`config.mk`:
```
export PLATFORM = sky130hd
export DESIGN_NAME = feal4_variant_block_cipher
export DESIGN_NICKNAME = d
export VERILOG_FILES = /design/src/rtl/core/feal4_pkg.sv /design/src/rtl/core/feal4_variant_block_cipher.sv
export SDC_FILE = /design/constraint.sdc
export NUM_CORES = 1
export LEC_CHECK = 0
export ABC_AREA = 1
export BUFFER_PORTS_ARGS = -buffer_cell sky130_fd_sc_hd__buf_4
export CORE_UTILIZATION = 55
export CTS_CLUSTER_SIZE = 8
export DETAILED_ROUTE_END_ITERATION = 6
export PLACE_DENSITY = 0.84
export SLEW_MARGIN = 40
export SYNTH_ARGS = -nofsm -noshare
export SYNTH_HDL_FRONTEND = slang
export SYNTH_SLANG_ARGS = --single-unit
```
`constraint.sdc`:
```
create_clock -name clock -period 5.45 [get_ports clock]
set_input_delay 0.545 -clock clock [delete_from_list [all_inputs] [get_ports clock]]
set_output_delay 0.545 -clock clock [all_outputs]
set_load 0.01 [all_outputs]
```
`src/rtl/core/feal4_pkg.sv`:
```
// Shared types, constants and F-function for the FEAL-4 variant cipher.
// No dependencies.
`default_nettype none

package feal4_pkg;

   localparam int unsigned NumRounds  = 4;
   localparam int unsigned RspLatency = NumRounds + 2;
   localparam int unsigned CsrIdxW    = 3;
   localparam int unsigned KeyW       = 32;

   typedef logic [KeyW-1:0] word_type;

   typedef enum logic [CsrIdxW-1:0] {
      CSR_ROUND_KEY_0   = 3'd0,
      CSR_ROUND_KEY_1   = 3'd1,
      CSR_ROUND_KEY_2   = 3'd2,
      CSR_ROUND_KEY_3   = 3'd3,
      CSR_WHITEN_LEFT   = 3'd4,
      CSR_WHITEN_RIGHT  = 3'd5
   } csr_index_type;

   localparam word_type RoundKey0Rst   = 32'h0001_0203;
   localparam word_type RoundKey1Rst   = 32'h0102_0304;
   localparam word_type RoundKey2Rst   = 32'h0203_0405;
   localparam word_type RoundKey3Rst   = 32'h0304_0506;
   localparam word_type WhitenLeftRst  = 32'h0405_0607;
   localparam word_type WhitenRightRst = 32'h0506_0708;

   function automatic logic [7:0] g_box(input logic [7:0] a, input logic [7:0] b,
                                        input logic m);
      logic [7:0] sum;
      sum = a + b + {7'd0, m};
      return {sum[5:0], sum[7:6]};
   endfunction

   // output byte order reversed against standard FEAL
   function automatic word_type f_box(input word_type x);
      logic [7:0] t0;
      logic [7:0] t1;
      logic [7:0] y0;
      logic [7:0] y2;
      logic [7:0] y3;
      t0 = x[15:8] ^ x[7:0];
      t1 = g_box(x[31:24] ^ x[23:16], t0, 1'b1);
      y0 = g_box(x[31:24], t1, 1'b0);
      y2 = g_box(t0, t1, 1'b0);
      y3 = g_box(x[7:0], y2, 1'b1);
      return {y3, y2, t1, y0};
   endfunction

endpackage

`default_nettype wire

```
`src/rtl/core/feal4_variant_block_cipher.sv`:
```
// Top level of the FEAL-4 variant cipher: key registers and round pipeline.
// Depends on feal4_pkg.
//
//   channel   ports                           handshake
//   request   req_action, req_block_in        start high and busy low
//   response  rsp_block_out                   rsp_valid, one cycle, no hold-off
//   csr       csr_index, csr_wdata            csr_write_en
//
// One block enters per clock; the whitening stage loads at the accept edge, one
// register stage per round (four) and the output stage follow, and each result
// is on the ports as soon as the output stage has registered it.
// busy stays low, the pipeline never stalls.
// Synchronous reset clears the key registers to their defaults and all valid bits.
`default_nettype none

module feal4_variant_block_cipher (
   input  wire logic                          clock,
   input  wire logic                          reset,
   input  wire logic                          start,
   output logic                               busy,
   input  wire logic                          req_action,
   input  wire logic [63:0]                   req_block_in,
   output logic                               rsp_valid,
   output logic [63:0]                        rsp_block_out,
   input  wire logic                          csr_write_en,
   input  wire logic [feal4_pkg::CsrIdxW-1:0] csr_index,
   input  wire logic [feal4_pkg::KeyW-1:0]    csr_wdata
);
   import feal4_pkg::*;

   word_type round_key_ff [NumRounds];
   word_type whiten_left_ff;
   word_type whiten_right_ff;

   logic     vld_ff [NumRounds+1];
   logic     dec_ff [NumRounds+1];
   word_type l_ff   [NumRounds+1];
   word_type r_ff   [NumRounds+1];

   word_type l_in;
   word_type r_in;
   logic     accept;

   logic        rsp_valid_ff;
   logic [63:0] rsp_block_ff;
   logic [63:0] rsp_block_in;

   assign busy   = 1'b0;
   assign accept = start & ~busy;

   always_ff @(posedge clock) begin
      if (reset) begin
         round_key_ff[0] <= RoundKey0Rst;
         round_key_ff[1] <= RoundKey1Rst;
         round_key_ff[2] <= RoundKey2Rst;
         round_key_ff[3] <= RoundKey3Rst;
         whiten_left_ff  <= WhitenLeftRst;
         whiten_right_ff <= WhitenRightRst;
      end else if (csr_write_en) begin
         unique case (csr_index)
            CSR_ROUND_KEY_0:  round_key_ff[0] <= csr_wdata;
            CSR_ROUND_KEY_1:  round_key_ff[1] <= csr_wdata;
            CSR_ROUND_KEY_2:  round_key_ff[2] <= csr_wdata;
            CSR_ROUND_KEY_3:  round_key_ff[3] <= csr_wdata;
            CSR_WHITEN_LEFT:  whiten_left_ff  <= csr_wdata;
            CSR_WHITEN_RIGHT: whiten_right_ff <= csr_wdata;
            default: ;
         endcase
      end
   end

   // decrypt enters the rounds as (R4, L4) of the encrypt schedule
   always_comb begin
      if (req_action) begin
         l_in = req_block_in[63:32];
         r_in = req_block_in[31:0] ^ req_block_in[63:32];
      end else begin
         l_in = req_block_in[63:32] ^ whiten_left_ff;
         r_in = req_block_in[31:0] ^ whiten_right_ff ^ l_in;
      end
   end

   always_ff @(posedge clock) begin
      if (reset) begin
         vld_ff[0] <= 1'b0;
      end else begin
         vld_ff[0] <= accept;
      end
      dec_ff[0] <= req_action;
      l_ff[0]   <= l_in;
      r_ff[0]   <= r_in;
   end

   for (genvar i = 0; i < NumRounds; i++) begin : g_round
      word_type key;
      word_type l_nxt;

      assign key   = dec_ff[i] ? round_key_ff[NumRounds-1-i] : round_key_ff[i];
      assign l_nxt = r_ff[i] ^ f_box(l_ff[i] ^ key);

      always_ff @(posedge clock) begin
         if (reset) begin
            vld_ff[i+1] <= 1'b0;
         end else begin
            vld_ff[i+1] <= vld_ff[i];
         end
         dec_ff[i+1] <= dec_ff[i];
         l_ff[i+1]   <= l_nxt;
         r_ff[i+1]   <= l_ff[i];
      end
   end

   always_comb begin
      if (dec_ff[NumRounds]) begin
         rsp_block_in = {r_ff[NumRounds] ^ whiten_left_ff,
                         r_ff[NumRounds] ^ l_ff[NumRounds] ^ whiten_right_ff};
      end else begin
         rsp_block_in = {r_ff[NumRounds], r_ff[NumRounds] ^ l_ff[NumRounds]};
      end
   end

   always_ff @(posedge clock) begin
      if (reset) begin
         rsp_valid_ff <= 1'b0;
      end else begin
         rsp_valid_ff <= vld_ff[NumRounds];
      end
      rsp_block_ff <= rsp_block_in;
   end

   assign rsp_valid     = rsp_valid_ff;
   assign rsp_block_out = rsp_block_ff;

endmodule

`default_nettype wire

```
==> results of run 1 <==
-- state kept, by name, indices dropped and copies added, names as in the netlist --
register and count:
whiten_left_ff 32, rsp_valid 1, l_ff 160, rsp_block_out 64, r_ff 160, dec_ff 5, vld_ff 5, round_key_ff 128
whiten_right_ff 32
-- final timing paths --
check	cells after the start	end	start	slack [ns]
hold reg to reg	0	r_ff[2][14]$_DFF_P_	l_ff[0][46]$_DFF_P_	0.36
setup / recovery	26	l_ff[0][152]$_DFF_P_	dec_ff[0][3]$_DFF_P_	0.11
setup reg to reg	26	l_ff[0][152]$_DFF_P_	dec_ff[0][3]$_DFF_P_	0.11
hold / removal	2	l_ff[0][30]$_DFF_P_	req_block_in[62]	0.12
-- final cells by class --
type	instances	share of cell area
multi-input cells	2016	0.397
flip-flops and latches	587	0.391
repair buffers	325	0.0764
clock buffers	134	0.0702
inverters	335	0.0387
well taps	664	0.0249
clock inverters	5	0.00210
diodes	1	0.0000750
-- synth_stat cells, types with 2 or more instances --
| cell | instances |
|---|---|
| nand3b_1 | 6 |
| o211ai_1 | 16 |
| buf_1 | 4 |
| or2_2 | 5 |
| buf_6 | 11 |
| a21boi_0 | 4 |
| nand2_1 | 604 |
| o221ai_1 | 2 |
| o21ai_0 | 102 |
| clkbuf_1 | 27 |
| buf_8 | 2 |
| xor2_1 | 283 |
| nand3_1 | 161 |
| ha_1 | 112 |
| nor3_1 | 2 |
| nand2_2 | 9 |
| nor2_2 | 2 |
| nor2_1 | 175 |
| edfxtp_1 | 128 |
| buf_2 | 19 |
| a21oi_1 | 117 |
| o21ai_1 | 23 |
| xor2_2 | 34 |
| o21bai_1 | 5 |
| a31oi_1 | 6 |
| inv_2 | 6 |
| fa_1 | 16 |
| a21o_1 | 15 |
| nand4_1 | 12 |
| o21ai_2 | 41 |
| o31ai_1 | 3 |
| xnor3_1 | 4 |
| inv_6 | 2 |
| xnor2_1 | 253 |
| dfxtp_1 | 459 |
| inv_1 | 327 |
| buf_4 | 8 |
-- metal layers --
layer | track usage | part of all wire | wire length [um] | vias to the layer above
li1 | - | - | - | 10200
met1 | 0.464 | 0.37 | 34400 | 10700
met2 | 0.557 | 0.44 | 41400 | 1556
met3 | 0.0832 | 0.13 | 11900 | 323
met4 | 0.224 | 0.066 | 6160 | 0
met5 | 0 | 0 | 0 | -
-- critical path, stage by stage, from the launching register on --
cell      delay, ns
dfxtp_2        0.38
inv_6          0.10
buf_12         0.17
o21ai_1        0.41
xnor2_2        0.17
xnor2_1        0.27
ha_1           0.33
a21oi_1        0.16
nand2_1        0.09
a21oi_1        0.16
o21bai_1       0.12
xor2_1         0.23
ha_2           0.23
inv_1          0.06
fa_1           0.48
o221ai_2       0.24
xor2_1         0.19
ha_1           0.17
inv_1          0.07
fa_1           0.46
nand3_1        0.10
nand3_1        0.09
a21oi_1        0.14
nor2_1         0.06
nor2_1         0.11
xor2_1         0.15
inv_1          0.05
-- stage by stage --
stage	worst slack (ns)	instances	area [um2]
after detailed placement	-0.00899	3898	30400
after global routing	-0.117	4066	33400
after CTS	0.00554	4037	32800
after global placement	0.0248	3898	30400
after floorplan	0.243	3009	27700
final	0.111	4067	33400
-- kinds of logic after synthesis --
kind of cell	Yosys count	share of synthesized area
xor gates and xnor gates	576	0.194
and+or+nand+nor	976	0.143
adders and majority gates	128	0.0621
other	1	0.000135
buffers and inverters	406	0.0610
DFF	587	0.470
AOI/OAI and AO/OA	335	0.0705
-- repair_timing --
| item | in CTS | in global routing |
|---|---|---|
| pin swaps | 0 | 34 |
| resized for setup | 4 | 72 |
| endpoints found under the setup margin | 3 | 19 |
| cloned | 0 | 2 |
| buffers inserted | 0 | 27 |
==> metrics.md, run 1 <==
| Metric | Value |
|---|---|
| Status | `finished clean` |
| CTS clock-pin slew for the worst setup and hold paths | `0.05 ns` |
| Final setup fails | `0` |
| DRT iter0 DRCs | `2,786` |
| Synth Flop Type | `dfxtp_1` |
| Synthesis-stage register bit count | `587` |
| First-pass GRT wire length | `between 100,000 and 150,000 um` |
| Worst-path fanout max | `26` |
| CTS buffer count | `84` |
| Slew Limit Headroom | `0.425` |
| Synth top area cells | `dfxtp_1, edfxtp_1, xor2_1` |
| Yosys top cell area share | `0.331` |
| WS Path Type | `reg2reg` |
| Area of the multi-input gates | `13,200 um2` |
| Post-synth ARST share | `0` |
| Routability cong. | `1.08` |
| Sequential cell area fraction in the yosys report | `0.470` |
| Port buffer count | `168` |
| Final core utilization | `0.676` |
| Largest net degree at the start of global routing | `between 60 and 70` |
| Die Area | `just over 50,000 um2` |
| Clock Tree Buf Depth | `3` |
| Critical Path End Type | `register` |
| DPL Wire Length | `around 71,000 um` |
| Top-Level Pins | `170` |
| Vias in the first global route | `between 20,000 and 25,000` |
| CTS tree | `built` |
| # fillers | `3,490` |
| Clk sinks | `587` |
| Layout Nets | `3,581` |
| Die width | `~230 um` |
| Clock latency on the worst-skew pair | `0.63 ns` |
| Setup TNS | `0 ns` |
| Min Tclk post-route | `5.34 ns` |
| Most frequent cells in the layout | `nand2_1, dfxtp_1, inv_1` |
| Die height | `227 um` |
| Mapped Area | `27,700 um2` |
| Clk root buf | `clkbuf_16` |
| Synth cell types | `between 40 and 50` |
| Tightest Pin Transition | `0.859 ns` |
| Share of cells above drive strength 1 | `0.167` |
| YS warnings | `0` |
| Vias/cell | `around 5.6` |
| WP data required | `5.96 ns` |
| Synth area leader | `dfxtp_1` |
| CP arrival | `approximately 6 ns` |
| Hold-fix buffers at CTS | `0` |
| Commonest non-fill, non-tap cell in the layout | `nand2_1` |
| GR Util All Layers | `0.363` |
| Site Rows | `81` |
| Initial antenna violation count | `1` |
| Maxcap violations | `0` |
| Fin Hold WS | `0.119 ns` |
| # H-tree levels | `3` |
| Seq. cell area | `13,000 um2` |
| Starting Density | `0.562` |
| Max Slew Vio Count | `0` |
| Post-route DRC | `0` |
| Syn Inst Count | `~3,000` |
| Grt ovf | `0` |
| Final ANT Viol Nets | `0` |
| Pre-Repair DR Iteration Count | `6` |
| Crit path launch type | `register` |
| Core Area | `49,400 um2` |
| Final Hold Fails | `0` |
| Mapped Nets | `about 3,200` |
| Fin crit share | `0.980` |
| DR vias | `roughly 23,000` |
| WL per Instance | `roughly 23 um` |
| Hold Crit Class | `in2reg` |
| Max Freq | `187 MHz` |
| Avg Cell Area, Syn | `9.22 um2` |
| Area grow syn2layout | `20.2%` |
| Clock skew | `0.0279 ns` |
| Drt total wl | `93,800 um` |
| Post-synth EDFFs | `128` |
Power of run 1 is left out: the tool's default activity adds up to more than one toggle a clock period on the data nets, which glitch-free logic cannot reach.
==> run 2, diff against run 1 <==
--- a/config.mk
+++ b/config.mk
@@ -10,7 +10,9 @@
 export CORE_UTILIZATION = 55
 export CTS_CLUSTER_SIZE = 8
 export DETAILED_ROUTE_END_ITERATION = 6
+export MAX_ROUTING_LAYER = met4
 export PLACE_DENSITY = 0.84
+export SETUP_SLACK_MARGIN = 0.3
 export SLEW_MARGIN = 40
 export SYNTH_ARGS = -nofsm -noshare
 export SYNTH_HDL_FRONTEND = slang
==> metrics.md, run 2 (synthesis gave the netlist of run 1 again) <==
| Metric | Value |
|---|---|
| Status | `finished clean` |
| Initial antenna violation count | `3` |
| WP data required | `5.96 ns` |
| Slew Limit Headroom | `0.421` |
| Post-route DRC | `0` |
| CP most frequent cell | `nand2_1` |
| Layout Nets | `~3,600` |
| DP Worst Slack | `-0.225 ns` |
| Area grow syn2layout | `22.7%` |
| CP arrival | `5.54 ns` |
| Critical Path End Type | `register` |
| Clock Tree Buf Depth | `3` |
| Max Slew Vio Count | `0` |
| Clk root buf | `clkbuf_16` |
| Hold Crit Class | `in2reg` |
| Delay-heaviest family, CP | `adder cells` |
| DP Area | `30,300 um2` |
| Vias in the first global route | `20,900` |
| Commonest non-fill, non-tap cell in the layout | `nand2_1` |
| Final instance area | `34,000 um2` |
| CTS clock-pin slew for the worst setup and hold paths | `0.05 ns` |
| Final ANT Viol Nets | `0` |
| Clock skew | `0.0250 ns` |
| Grt ovf | `0` |
| CTS buffer count | `83` |
| Clk sinks | `587` |
| Share of cells above drive strength 1 | `0.194` |
| First-pass GRT wire length | `about 130,000 um` |
| DR vias | `22,600` |
| Setup slack after layout | `0.420 ns` |
| CP max stage delay | `0.42 ns` |
| Largest net degree at the start of global routing | `49` |
| RSZ-0062 raised after global routing | `true` |
| Maxcap violations | `0` |
| WS Path Type | `reg2reg` |
| Min Tclk post-route | `5.03 ns` |
| WL per Instance | `23.3 um` |
| Die width | `227 um` |
| Port buffer count | `between 150 and 200` |
| Drt total wl | `95,300 um` |
| Worst-path fanout max | `6` |
| Biggest registers after layout | `l_ff (160), r_ff (160), round_key_ff (128)` |
| Die height | `227 um` |
| Fin crit share | `0.923` |
| Crit path launch type | `register` |
| CTS tree | `built` |
| Tightest Pin Transition | `0.862 ns` |
| Site Rows | `81` |
| GR Util All Layers | `0.378` |
| DRT iter0 DRCs | `roughly 2,800` |
| Pre-Repair DR Iteration Count | `5` |
| Routability cong. | `approximately 1.1` |
| Vias/cell | `~5.5` |
| Final Hold Fails | `0` |
| Max Freq | `199 MHz` |
| Most frequent cells in the layout | `nand2_1, dfxtp_1, buf_4` |
| Starting Density | `0.562` |
| GR met1 Demand/Resource | `0.501` |
| # H-tree levels | `3` |
| M3 GR Usage | `0.0665` |
| Final setup fails | `0` |
| Clock latency on the worst-skew pair | `around 0.63 ns` |
| Crit-path slowest cell | `fa_2` |
| Global-route met2 utilization | `0.561` |
| Final core utilization | `0.690` |
| Die Area | `between 50,000 and 60,000 um2` |
| Top-Level Pins | `170` |
| Hold-fix buffers at CTS | `0` |
| Core Area | `49,400 um2` |
| WP buf/inv | `6` |
| DPL Wire Length | `72,400 um` |
| Grt peak-use layer | `met2` |
## run 2: cell count changes in the layout (fill, tap and decap cells not counted), moves of 7 or more
cell and change:
xnor2_1 -14, inv_2 +7, ha_1 -10, a21oi_2 +9, a21oi_1 -9, buf_4 +10, xnor2_2 +14, xor2_1 -12
## run 2: final timing paths
kind | from | endpoint | slack (ns) | cells after the start
min | req_block_in[39] | l_ff[0][7]$_DFF_P_ | 0.12 | 2
min reg2reg | l_ff[0][77]$_DFF_P_ | r_ff[3][13]$_DFF_P_ | 0.36 | 0
max reg2reg | dec_ff[0][0]$_DFF_P_ | l_ff[0][56]$_DFF_P_ | 0.42 | 36
max | dec_ff[0][0]$_DFF_P_ | l_ff[0][56]$_DFF_P_ | 0.42 | 36
## run 2: timing repair
item | CTS | global route
gates resized for setup | 63 | 115
endpoints found under the hold margin | 0 | 0
pin swaps | 25 | 79
gates cloned | 1 | 3
endpoints found under the setup margin | 15 | 27
setup buffers | 23 | 32
## run 2: routing by layer
metal / vias up / wire [um]
met2: 1398 / 42200
met3: 233 / 10600
met5: - / 0
met4: 0 / 5010
met1: 10700 / 37400
li1: 10200 / -
## run 2: metrics by stage
| stage | hold WS [ns] | setup TNS (ns) | std cells |
|---|---|---|---|
| after global routing | 0.122 | 0 | 4081 |
| after global placement | 0.353 | 0 | 3884 |
| after CTS | 0.102 | 0 | 4045 |
| after detailed placement | 0.355 | -0.462 | 3884 |
| after floorplan | 0.332 | 0 | 3009 |
| final | 0.119 | 0 | 4082 |
## run 2: layout make-up
cell class	count	area, um2
repair buffers	339	2680
repair inverters	2	20.0
clock buffers	133	2350
clock inverters	4	53.8
multi-input cells	2016	13800
inverters	335	1300
diodes	2	5.00
flip-flops and latches	587	13000
fillers	3599	15300
well taps	664	831
Power of run 2 is left out for the same reason.
